## src/chc_pkg.sv

```systemverilog
`timescale 1ns / 1ps
// Types and codes of the compressor hysteresis controller.
// No dependencies; every other .sv file refers to it by scoped names.
package chc_pkg;

	localparam int unsigned PressW = 14;
	localparam int unsigned RateW  = 10;
	localparam int unsigned CfgIdxW = 3;

	// Configuration register indexes
	localparam logic [CfgIdxW-1:0] CFG_LOW_THRESHOLD    = 3'd0;
	localparam logic [CfgIdxW-1:0] CFG_HIGH_THRESHOLD   = 3'd1;
	localparam logic [CfgIdxW-1:0] CFG_QUIET_BAND       = 3'd2;
	localparam logic [CfgIdxW-1:0] CFG_PRESSURE_CEILING = 3'd3;
	localparam logic [CfgIdxW-1:0] CFG_RISE_RATE        = 3'd4;
	localparam logic [CfgIdxW-1:0] CFG_DRAIN_RATE       = 3'd5;

	// Sound commands
	localparam logic [2:0] SND_NONE   = 3'd0;
	localparam logic [2:0] SND_DIRECT = 3'd1;
	localparam logic [2:0] SND_MIN    = 3'd2;
	localparam logic [2:0] SND_MAX    = 3'd3;
	localparam logic [2:0] SND_STOP   = 3'd4;

	// Needle commands
	localparam logic [1:0] NDL_NONE  = 2'd0;
	localparam logic [1:0] NDL_RISE  = 2'd1;
	localparam logic [1:0] NDL_HOLD  = 2'd2;
	localparam logic [1:0] NDL_DRAIN = 2'd3;

	typedef enum logic [1:0] {
		MODE_OFF    = 2'd0,
		MODE_RUN    = 2'd1,
		MODE_IDLE   = 2'd2,
		MODE_DIRECT = 2'd3
	} mode_t;

	typedef struct packed {
		logic              breaker_locked;
		logic              auto_switch_on;
		logic              direct_switch_on;
		logic [PressW-1:0] pressure_now;
		logic              brake_pipe_rising;
		logic              brake_cylinder_rising;
		logic              cylinder_one_rising;
		logic              cylinder_two_rising;
	} in_item_t;

	typedef struct packed {
		logic [2:0] sound_cmd;
		logic [1:0] needle_cmd;
		logic [1:0] mode_now;
	} out_item_t;

	typedef struct packed {
		logic [PressW-1:0] low_threshold;
		logic [PressW-1:0] high_threshold;
		logic [PressW-1:0] quiet_band;
		logic [PressW-1:0] pressure_ceiling;
		logic [RateW-1:0]  rise_rate;
		logic [RateW-1:0]  drain_rate;
	} cfg_t;

	typedef struct packed {
		mode_t mode;
		logic  quiet_stop;
	} state_t;

endpackage

```

## src/chc_cfg.sv

```systemverilog
`timescale 1ns / 1ps
// Configuration register file of the compressor controller.
// Depends on chc_pkg.
module chc_cfg (
	input  logic                              clk,
	input  logic                              arst_n,
	input  logic                              wr_en,
	input  logic [chc_pkg::CfgIdxW-1:0]       wr_index,
	input  logic [chc_pkg::PressW-1:0]        wr_data,
	output chc_pkg::cfg_t                     cfg
);

	chc_pkg::cfg_t cfg_q;

	always_ff @(posedge clk or negedge arst_n) begin
		if (!arst_n) begin
			cfg_q.low_threshold    <= 14'd7800;
			cfg_q.high_threshold   <= 14'd9000;
			cfg_q.quiet_band       <= 14'd800;
			cfg_q.pressure_ceiling <= 14'd10000;
			cfg_q.rise_rate        <= 10'd54;
			cfg_q.drain_rate       <= 10'd150;
		end else if (wr_en) begin
			unique case (wr_index)
				chc_pkg::CFG_LOW_THRESHOLD:    cfg_q.low_threshold    <= wr_data;
				chc_pkg::CFG_HIGH_THRESHOLD:   cfg_q.high_threshold   <= wr_data;
				chc_pkg::CFG_QUIET_BAND:       cfg_q.quiet_band       <= wr_data;
				chc_pkg::CFG_PRESSURE_CEILING: cfg_q.pressure_ceiling <= wr_data;
				chc_pkg::CFG_RISE_RATE: begin
					cfg_q.rise_rate <= wr_data[chc_pkg::RateW-1:0];
				end
				chc_pkg::CFG_DRAIN_RATE: begin
					cfg_q.drain_rate <= wr_data[chc_pkg::RateW-1:0];
				end
				default: ; // drop writes past the register list
			endcase
		end
	end

	assign cfg = cfg_q;

endmodule

```

## src/chc_step.sv

```systemverilog
`timescale 1ns / 1ps
// Next-mode and command logic for one item of the compressor controller.
// Purely combinational; depends on chc_pkg.
module chc_step (
	input  chc_pkg::in_item_t  item,
	input  chc_pkg::state_t    state,
	input  chc_pkg::cfg_t      cfg,
	output chc_pkg::state_t    state_next,
	output chc_pkg::out_item_t result
);

	logic                     rising;
	logic                     below_low;
	logic                     near_low;
	logic                     deep_quiet;
	logic                     above_high;
	logic [chc_pkg::PressW:0] p_plus_band;
	logic [2:0]               engage_snd;
	logic                     engage_quiet;
	logic [2:0]               snd;
	logic [1:0]               ndl;
	chc_pkg::mode_t           nxt;
	logic                     quiet_nxt;

	assign rising = item.brake_pipe_rising | item.brake_cylinder_rising
		| item.cylinder_one_rising | item.cylinder_two_rising;

	// p > low - band, rewritten as p + band > low to stay unsigned
	assign p_plus_band  = {1'b0, item.pressure_now} + {1'b0, cfg.quiet_band};
	assign near_low     = p_plus_band > {1'b0, cfg.low_threshold};
	assign below_low    = item.pressure_now < cfg.low_threshold;
	assign deep_quiet   = item.pressure_now < cfg.quiet_band;
	assign above_high   = item.pressure_now > cfg.high_threshold;
	assign engage_snd   = near_low ? chc_pkg::SND_MIN : chc_pkg::SND_MAX;
	assign engage_quiet = near_low | deep_quiet;

	always_comb begin
		snd       = chc_pkg::SND_NONE;
		ndl       = chc_pkg::NDL_NONE;
		nxt       = state.mode;
		quiet_nxt = state.quiet_stop;
		unique case (state.mode)
			chc_pkg::MODE_OFF: begin
				if (item.breaker_locked) begin
					if (item.direct_switch_on) begin
						snd = chc_pkg::SND_DIRECT;
						ndl = chc_pkg::NDL_RISE;
						nxt = chc_pkg::MODE_DIRECT;
					end else if (item.auto_switch_on) begin
						if (below_low) begin
							snd       = engage_snd;
							quiet_nxt = engage_quiet;
							ndl       = chc_pkg::NDL_RISE;
							nxt       = chc_pkg::MODE_RUN;
						end else begin
							ndl = chc_pkg::NDL_HOLD;
							nxt = chc_pkg::MODE_IDLE;
						end
					end
				end
			end
			chc_pkg::MODE_RUN: begin
				if (!item.breaker_locked) begin
					snd = chc_pkg::SND_STOP;
					ndl = chc_pkg::NDL_HOLD;
					nxt = chc_pkg::MODE_OFF;
				end else if (item.direct_switch_on) begin
					snd = chc_pkg::SND_DIRECT;
					ndl = chc_pkg::NDL_RISE;
					nxt = chc_pkg::MODE_DIRECT;
				end else if (item.auto_switch_on) begin
					if (above_high) begin
						snd = state.quiet_stop ? chc_pkg::SND_NONE : chc_pkg::SND_STOP;
						ndl = chc_pkg::NDL_HOLD;
						nxt = chc_pkg::MODE_IDLE;
					end
				end else begin
					snd = chc_pkg::SND_STOP;
					ndl = chc_pkg::NDL_HOLD;
					nxt = chc_pkg::MODE_OFF;
				end
			end
			chc_pkg::MODE_IDLE: begin
				if (!item.breaker_locked) begin
					nxt = chc_pkg::MODE_OFF;
				end else if (item.direct_switch_on) begin
					snd = chc_pkg::SND_DIRECT;
					ndl = chc_pkg::NDL_RISE;
					nxt = chc_pkg::MODE_DIRECT;
				end else if (item.auto_switch_on) begin
					if (below_low) begin
						snd       = engage_snd;
						quiet_nxt = engage_quiet;
						ndl       = chc_pkg::NDL_RISE;
						nxt       = chc_pkg::MODE_RUN;
					end
				end else begin
					nxt = chc_pkg::MODE_OFF;
				end
			end
			default: begin
				if (!item.breaker_locked) begin
					snd = chc_pkg::SND_STOP;
					ndl = chc_pkg::NDL_HOLD;
					nxt = chc_pkg::MODE_OFF;
				end else if (!item.direct_switch_on) begin
					if (item.auto_switch_on) begin
						if (below_low) begin
							snd       = engage_snd;
							quiet_nxt = engage_quiet;
							ndl       = chc_pkg::NDL_RISE;
							nxt       = chc_pkg::MODE_RUN;
						end else begin
							ndl = chc_pkg::NDL_HOLD;
							nxt = chc_pkg::MODE_IDLE;
						end
					end else begin
						snd = chc_pkg::SND_STOP;
						ndl = chc_pkg::NDL_HOLD;
						nxt = chc_pkg::MODE_OFF;
					end
				end
			end
		endcase
		// compressor stopped: needle follows the other circuits
		if (nxt == chc_pkg::MODE_OFF || nxt == chc_pkg::MODE_IDLE) begin
			ndl = rising ? chc_pkg::NDL_DRAIN : chc_pkg::NDL_HOLD;
		end
	end

	assign state_next.mode       = nxt;
	assign state_next.quiet_stop = quiet_nxt;
	assign result.sound_cmd      = snd;
	assign result.needle_cmd     = ndl;
	assign result.mode_now       = nxt;

endmodule

```

## src/compressor_hysteresis_controller_core.sv

```systemverilog
`timescale 1ns / 1ps
// Top level of the compressor hysteresis controller: input stage, mode state,
// result stage. Depends on chc_pkg, chc_cfg and chc_step.
//
//  channel | signals                          | direction | moves
//  --------+----------------------------------+-----------+-------------------------
//  in      | in_valid, in_ready, in_item      | into core | one tick of switch data
//  out     | out_valid, out_ready, out_item   | out       | sound, needle, new mode
//  cfg     | cfg_valid, cfg_ready, cfg_index, | into core | one register write
//          | cfg_data                         |           |
//
// An accepted item waits in the input register; then the mode logic runs and
// the result register loads.
// One item is accepted every cycle while out_ready stays high; the input
// register and the result register each hold one item under a stall.
// Reset (arst_n low) empties both stages, returns the mode to off, clears
// the quiet-stop flag and loads the register defaults.
// cfg_ready is always high; an accepted write is registered in chc_cfg.
module compressor_hysteresis_controller_core (
	input  logic                          clk,
	input  logic                          arst_n,
	input  logic                          in_valid,
	output logic                          in_ready,
	input  chc_pkg::in_item_t             in_item,
	output logic                          out_valid,
	input  logic                          out_ready,
	output chc_pkg::out_item_t            out_item,
	input  logic                          cfg_valid,
	output logic                          cfg_ready,
	input  logic [chc_pkg::CfgIdxW-1:0]   cfg_index,
	input  logic [chc_pkg::PressW-1:0]    cfg_data
);

	chc_pkg::in_item_t  item_s1;
	logic               valid_s1;
	chc_pkg::out_item_t result_s2;
	logic               valid_s2;
	chc_pkg::state_t    state_q;
	chc_pkg::state_t    state_next;
	chc_pkg::out_item_t result;
	chc_pkg::cfg_t      cfg;
	logic               advance;

	// Registers are always writable.
	assign cfg_ready = 1'b1;

	chc_cfg u_cfg (
		.clk      (clk),
		.arst_n   (arst_n),
		.wr_en    (cfg_valid & cfg_ready),
		.wr_index (cfg_index),
		.wr_data  (cfg_data),
		.cfg      (cfg)
	);

	chc_step u_step (
		.item       (item_s1),
		.state      (state_q),
		.cfg        (cfg),
		.state_next (state_next),
		.result     (result)
	);

	// Move the staged item into the result register when that slot is free
	// or its item leaves this cycle.
	assign advance  = valid_s1 & (~valid_s2 | out_ready);
	// Take a new item when the input register is empty or drains now.
	assign in_ready = ~valid_s1 | advance;

	always_ff @(posedge clk or negedge arst_n) begin
		if (!arst_n) begin
			valid_s1 <= 1'b0;
		end else if (in_ready) begin
			valid_s1 <= in_valid;
		end
	end

	always_ff @(posedge clk) begin
		if (in_ready & in_valid) begin
			item_s1 <= in_item;
		end
	end

	// Mode state advances exactly once per item, when its result is latched.
	always_ff @(posedge clk or negedge arst_n) begin
		if (!arst_n) begin
			state_q.mode       <= chc_pkg::MODE_OFF;
			state_q.quiet_stop <= 1'b0;
		end else if (advance) begin
			state_q <= state_next;
		end
	end

	always_ff @(posedge clk or negedge arst_n) begin
		if (!arst_n) begin
			valid_s2 <= 1'b0;
		end else if (advance) begin
			valid_s2 <= 1'b1;
		end else if (out_ready) begin
			valid_s2 <= 1'b0;
		end
	end

	// Hold the result while the consumer stalls.
	always_ff @(posedge clk) begin
		if (advance) begin
			result_s2 <= result;
		end
	end

	assign out_valid = valid_s2;
	assign out_item  = result_s2;

endmodule

```

## config.mk

```make
export PLATFORM = sky130hd
export DESIGN_NAME = compressor_hysteresis_controller_core
export DESIGN_NICKNAME = d
export VERILOG_FILES = /design/src/chc_pkg.sv /design/src/chc_cfg.sv /design/src/chc_step.sv /design/src/compressor_hysteresis_controller_core.sv
export SDC_FILE = /design/constraint.sdc
export NUM_CORES = 1
export LEC_CHECK = 0
export CAP_MARGIN = 20
export CORE_MARGIN = 2
export CORE_UTILIZATION = 64
export DETAILED_ROUTE_END_ITERATION = 12
export DONT_BUFFER_PORTS = 1
export GPL_TIMING_DRIVEN = 1
export PLACE_DENSITY_LB_ADDON = 0.3
export SLEW_MARGIN = 10
export SYNTH_ARGS = -nofsm -noshare
export SYNTH_HDL_FRONTEND = slang
export SYNTH_SLANG_ARGS = --single-unit
```

## constraint.sdc

```tcl
create_clock -name clk -period 3.9 [get_ports clk]
set_input_delay 0.78 -clock clk [delete_from_list [all_inputs] [get_ports clk]]
set_output_delay 0.78 -clock clk [all_outputs]
set_load 0.01 [all_outputs]
```

==> impl_metrics.py, run 1 <==
metrics = {
    "status": {
        "outcome": "complete, no violations",
    },
    "yosys": {
        "synth-edff-count": 28,
        "synth.distinct_cells": 52,
        "synth_top_family_by_area": "adder cells",
        "avgSynthCellArea_um2": 9.93,
        "ys_seq_area_share_pct": 43.5,
        "synth_fa_ha_area_share_pct": 18.9,
        "synthSimpleGateAreaFrac_pct": 13.1,
        "synthMuxAreaShare_pct": 1.63,
        "synth_compound_area_share_pct": 15.1,
        "synth_cells": 471,
        "ys_async_sr_fraction_pct": 62.7,
        "synth-xor-area-share_pct": 1.87,
        "synth-seq-cells": 75,
        "synth_flop_cell": "dfrtp_1",
        "synth.cell_area_um2": 4680,
        "synth_fp_nets": 584,
        "ys_warn_count": 0,
    },
    "power": {
        "finalPower_mw": 2.63,
        "powerDensity_nw_per_um2": 520,
        "p_leak_nw": 2.24,
        "ir_worst_vdd_uv": 323,
    },
    "timing": {
        "fmax_mhz": 281,
        "hold_viol": 0,
        "final.setup.tns_ns": 0,
        "finClkSkew_ns": 0.0125,
        "setup_slack_ns": 0.339,
        "worst_pin_slew_ns": 0.780,
        "drv_slew": 0,
        "grt_setup_unrepaired": "no",
        "max_slew_margin_pct": 47.8,
        "setup_viol": 0,
        "fin_crit_ns": 3.56,
        "fin_crit_sh_pct": 91.3,
    },
    "clocking": {
        "clock_path_buffers": 2,
        "clock_latency_ns": 0.36,
        "post-cts-setup-buffer-count": 0,
        "postCtsHoldBufs": 0,
        "cts_inserted_buffers": 9,
        "cts_tree": "done",
        "ctsResizeCount": 0,
        "h-tree-depth": 3,
        "root_buffer": "clkbuf_8",
        "clock_sinks": 75,
        "clkTransAtPathRegs_ns": 0.09,
    },
    "detailed_routing": {
        "drc": 0,
        "avgRoutedWirePerCell_um": 16.8,
        "drtIter0Drc": 175,
        "ant_nets": 0,
        "drt_pass1_iterations": 5,
        "drt-total-wl_um": 9740,
        "viasPerCell": 5.73,
        "vias": 3316,
    },
    "worst_setup_path": {
        "critPathTopFamily": "compound AO/OA/AOI/OAI gates",
        "start_kind": "register",
        "cp.required_ns": 4.16,
        "critical_path_class": "register to register",
        "cp_data_arrival_time_ns": 3.82,
        "critPathBufInv": 1,
        "slowest_delay_ns": 0.49,
        "critPathCaptureType": "register",
        "worstPathCellList": "ha_1, inv_1, fa_1, o21bai_1, a21oi_1, o21ai_1, o41ai_1, xnor2_1, ha_1, nand2_1, nor4_1, a21oi_1, a211oi_2, o211ai_1, mux2_2",
        "cp_max_fo": 3,
        "cpMaxStageDelayCell": "o41ai_1",
    },
    "worst_hold_path": {
        "min_path_type": "input pin to asynchronous set/reset pin",
    },
    "finish": {
        "seq_area_um2": 2040,
        "syn2layout_area_growth_pct": 8.29,
        "utilization_pct": 70.6,
        "fin_nets": 588,
        "num_antenna_cells": 0,
        "drive_gt1_share_pct": 10.6,
        "multi_input_area_um2": 2410,
        "fill_cells": 546,
        "design_area_um2": 5070,
    },
    "die": {
        "die_w_um": 89.5,
        "num_io_pins": 53,
        "dieArea_um2": 8010,
        "die_y_um": 89.5,
        "core_area_um2": 7180,
        "start_util_pct": 65.2,
        "row_count": 31,
    },
    "global_routing": {
        "grt_pass1_vias": 3259,
        "use_met2_pct": 42.6,
        "grt_first_pass_wirelength_um": 15800,
        "use_met1_pct": 35.4,
        "globalRoute.totalOverflow": 0,
        "grt_usage_pct": 26.6,
        "top_usage_layer": "met2",
        "antenna_found_initial": 0,
        "grt_max_degree": 48,
        "use_met3_pct": 6.37,
    },
    "placement": {
        "place_area_um2": 4810,
        "dp_slack_ns": 0.314,
        "place_congestion": 0.963,
        "hpwl_um": 7510,
        "port_buffers": 0,
    },
    "job": {
        "maxCapViolations": 0,
    },
}
==> registers in the layout (all words and copies together), names as in the netlist <==
signal / flops
item_s1: 21
out_valid: 1
valid_s1: 1
out_item: 7
u_cfg.cfg: 42
state_q: 3
==> report_power, final <==
part	internal, mW	leakage [nW]	switching (mW)
clock network	0.372	0.114	0.322
registers	0.975	0.810	0.0747
logic	0.386	1.32	0.504
total	1.73	2.24	0.901
==> routing by layer <==
metal | wire, um | share of wire (%)
met1 | 4370 | 45
met2 | 4530 | 47
met3 | 608 | 6.2
met4 | 227 | 2.3
met5 | 0 | 0
==> cells in the mapped netlist, drive strengths merged (8+ instances only) <==
master   n  area share (%)
edfxtp  28              18
xnor2    8             1.5
nand2   48             3.9
ha      69              18
a21o    11             1.8
a21oi   27             2.9
dfrtp   31              17
dfstp   16             9.0
o21ai   51             5.5
inv     60             4.8
nand4    8             1.1
nor3     9            0.96
nor2    14             1.1
nand3    8            0.86
nand2b  10             1.3
==> metrics by stage <==
| stage | instances | hold slack [ns] |
|---|---|---|
| after floorplan | 471 | 0.457 |
| after global placement | 562 | 0.473 |
| after detailed placement | 562 | 0.485 |
| after CTS | 578 | 0.0834 |
| after global routing | 579 | 0.0841 |
| final | 579 | 0.0988 |
==> cells in the final DEF (no fill, tap or decap), types with 2 or more instances in the layout <==
cell type and instances:
a211oi_1 2, mux2i_1 2, nor2b_1 7, inv_1 60, clkbuf_8 9, o211ai_1 3
nor3_1 9, a21o_1 10, edfxtp_1 28, bufinv_16 2, and2_1 2, o21bai_1 3
xnor2_1 8, buf_4 3, ha_1 69, nor4_1 3, nand4_1 8, nand2b_1 10
nor2_1 14, o21a_1 2, xor2_1 2, nand3b_1 3, and4_1 4, o41ai_1 3
nand3_1 8, o21ai_0 50, mux2_2 5, dfrtp_1 31, nor4bb_4 2, a21oi_1 27
dfstp_2 16, nand2_1 48, inv_8 2
==> area by class of cell <==
type                            instances  area share, %
Timing Repair Buffer                    4          0.667
Inverter                               60           4.45
Tap cell                               99           2.45
Multi-Input combinational cell        325           47.7
Clock inverter                          7           2.12
Sequential cell                        75           40.2
Clock buffer                            9           2.45
==> cell families after synthesis <==
logic type / Yosys count
DFF: 75
adders and majority gates: 70
xor gates and xnor gates: 10
and+or+nand+nor: 121
AOI/OAI and AO/OA: 116
other: 1
muxes: 7
buffers and inverters: 71
==> worst paths after layout <==
kind / startpoint / endpoint / slack (ns) / cells past startpoint
max: item_s1[4]$_DFFE_PP_ / state_q[0]$_DFFE_PN0P_ / 0.34 / 15
min: arst_n / u_cfg.cfg[44]$_DFFE_PN0P_ / 0.1 / 0
max reg2reg: item_s1[4]$_DFFE_PP_ / state_q[0]$_DFFE_PN0P_ / 0.34 / 15
min reg2reg: u_cfg.cfg[56]$_DFFE_PN1P_ / u_cfg.cfg[56]$_DFFE_PN1P_ / 0.51 / 2
max in group asynchronous: arst_n / u_cfg.cfg[51]$_DFFE_PN1P_ / 3.61 / 0
min in group clk: in_item[13] / item_s1[13]$_DFFE_PP_ / 0.50 / 0
Power figures use the tool's default switching activity.
==> inputs of run 2 (changes only) <==
--- a/config.mk
+++ b/config.mk
@@ -7,10 +7,10 @@
 export LEC_CHECK = 0
 export CAP_MARGIN = 20
 export CORE_MARGIN = 2
-export CORE_UTILIZATION = 64
+export CORE_UTILIZATION = 35
 export DETAILED_ROUTE_END_ITERATION = 12
 export DONT_BUFFER_PORTS = 1
-export GPL_TIMING_DRIVEN = 1
+export GPL_TIMING_DRIVEN = 0
 export PLACE_DENSITY_LB_ADDON = 0.3
 export SLEW_MARGIN = 10
 export SYNTH_ARGS = -nofsm -noshare
==> impl_metrics.py, run 2 (synthesis gave the netlist of run 1 again) <==
metrics = {
    "status": {
        "outcome": "complete, no violations",
    },
    "finish": {
        "num_antenna_cells": 0,
        "final_common_cell": "ha_1",
        "syn2layout_area_growth_pct": 12.0,
        "fin_nets": 596,
        "drive_gt1_share_pct": 11.5,
        "final_cell_count_no_fill": 664,
        "layout_common_cells": "ha_1 (67), inv_1 (60), o21ai_0 (49)",
        "largest_reg_flops": 42,
    },
    "timing": {
        "finClkSkew_ns": 0.00972,
        "fin_crit_ns": 3.64,
        "fin_crit_sh_pct": 93.5,
        "hold_viol": 0,
        "max_slew_margin_pct": 30.2,
        "setup_slack_ns": 0.255,
        "worst_pin_slew_ns": 1.04,
        "timing.hold.ws_ns": 0.123,
        "fmax_mhz": 274,
        "drv_slew": 0,
        "setup_viol": 0,
    },
    "global_routing": {
        "grt_first_pass_wirelength_um": 17700,
        "grt_usage_pct": 16.3,
        "globalRoute.totalOverflow": 0,
        "antenna_found_initial": 0,
        "grt_pass1_vias": 3452,
        "grt_max_degree": 48,
    },
    "clocking": {
        "clock_path_buffers": 2,
        "clkTransAtPathRegs_ns": 0.06,
        "clock_latency_ns": 0.35,
        "root_buffer": "clkbuf_16",
        "cts_tree": "done",
        "clock_sinks": 75,
        "h-tree-depth": 3,
        "cts_inserted_buffers": 9,
        "post-cts-setup-buffer-count": 0,
    },
    "placement": {
        "hpwl_um": 8330,
        "port_buffers": 0,
        "dp_slack_ns": 0.0479,
        "place_inst": 647,
        "place_congestion": 0.890,
    },
    "die": {
        "die_y_um": 120,
        "core_area_um2": 13100,
        "dieArea_um2": 14300,
        "start_util_pct": 35.6,
        "row_count": 42,
        "die_w_um": 120,
        "num_io_pins": 53,
    },
    "detailed_routing": {
        "vias": 3354,
        "drt_pass1_iterations": 4,
        "drt-total-wl_um": 10900,
        "ant_nets": 0,
        "drtIter0Drc": 187,
        "avgRoutedWirePerCell_um": 16.4,
        "viasPerCell": 5.05,
        "drc": 0,
    },
    "worst_setup_path": {
        "worstPathCellList": "inv_1, ha_2, inv_1, a21oi_1, o31ai_2, a21o_1, a31o_2, mux2i_1, o2111ai_1, ha_1, nand2_1, nor4_1, a21oi_1, a211oi_2, o211ai_1, mux2_2",
        "start_kind": "register",
        "cp_max_fo": 6,
        "critical_path_class": "register to register",
        "cpMaxStageDelayCell": "dfstp_2",
        "critPathCaptureType": "register",
        "cp_data_arrival_time_ns": 3.88,
        "r2r_start": "u_cfg.cfg[43]$_DFFE_PN1P_",
        "rr_worst_depth": 16,
        "reg2reg_to": "state_q[0]$_DFFE_PN0P_",
        "critPathBufInv": 2,
        "slowest_delay_ns": 0.53,
        "r2r_setup_slack_ns": 0.26,
        "critPathTopFamily": "compound AO/OA/AOI/OAI gates",
        "cp.required_ns": 4.14,
    },
    "power": {
        "powerDensity_nw_per_um2": 526,
        "p_leak_nw": 2.25,
        "finalPower_mw": 2.75,
        "ir_worst_vdd_uv": 300,
    },
    "worst_hold_path": {
        "min_path_type": "input pin to asynchronous set/reset pin",
    },
    "job": {
        "maxCapViolations": 0,
    },
}
[run 2: changes by cell type in the layout (fill, tap and decap cells not counted), moves of 2 or more]
cell,change
clkbuf_8,-9
ha_2,+2
inv_8,-2
ha_1,-2
nor4bb_1,+2
bufinv_16,-2
nor4bb_4,-2
inv_6,+2
clkbuf_16,+9
a21oi_2,+2
a21oi_1,-2
clkinv_4,+2
clkbuf_1,+7
[run 2: timing repair]
action,in CTS,in global routing
setup endpoints to repair,0,2
resized for setup,0,10
hold buffers,0,0
[run 2: worst max path at each step]
stage / start / cells after the start / end / slack [ns]
6_report: u_cfg.cfg[43]$_DFFE_PN1P_ / 16 / state_q[0]$_DFFE_PN0P_ / 0.26
2_1_floorplan: u_cfg.cfg[43]$_DFFE_PN1P_ / 16 / state_q[0]$_DFFE_PN0P_ / 0.63
5_1_grt: u_cfg.cfg[43]$_DFFE_PN1P_ / 16 / state_q[0]$_DFFE_PN0P_ / -0.03
3_5_place_dp: item_s1[5]$_DFFE_PP_ / 16 / state_q[0]$_DFFE_PN0P_ / 0.05
3_3_place_gp: item_s1[5]$_DFFE_PP_ / 16 / state_q[0]$_DFFE_PN0P_ / 0.11
4_1_cts: item_s1[5]$_DFFE_PP_ / 16 / state_q[0]$_DFFE_PN0P_ / 0.02
[run 2: metal layers]
metal / track usage [%] / vias to the layer above / share of wire (%)
li1: - / 1678 / -
met5: 0 / - / 0
met2: 26.6 / 59 / 47
met4: 6.84 / 0 / 2.1
met1: 20.7 / 1601 / 46
met3: 4.18 / 16 / 4.8
[run 2: cell type report]
class                   instances  area, um2
well taps                     176        220
clock buffers                   9        225
clock inverters                 7       57.6
fillers                      1305       7900
inverters                      60        225
multi-input cells             325       2410
plain buffers                  11       50.0
repair buffers                  1       15.0
flip-flops and latches         75       2040
[run 2: stage by stage]
stage	TNS [ns]	utilization, %	area (um2)
floorplan	0	-	4680
global placement	0	37.3	4900
detailed placement	0	37.3	4900
CTS	0	39.4	5180
global route	-0.0302	39.9	5240
finish	0	39.9	5240
[run 2: power by group]
group / total, mW / switching [mW] / internal, mW
Sequential: 1.05 / 0.0701 / 0.976
Clock: 0.792 / 0.353 / 0.439
Combinational: 0.914 / 0.521 / 0.394
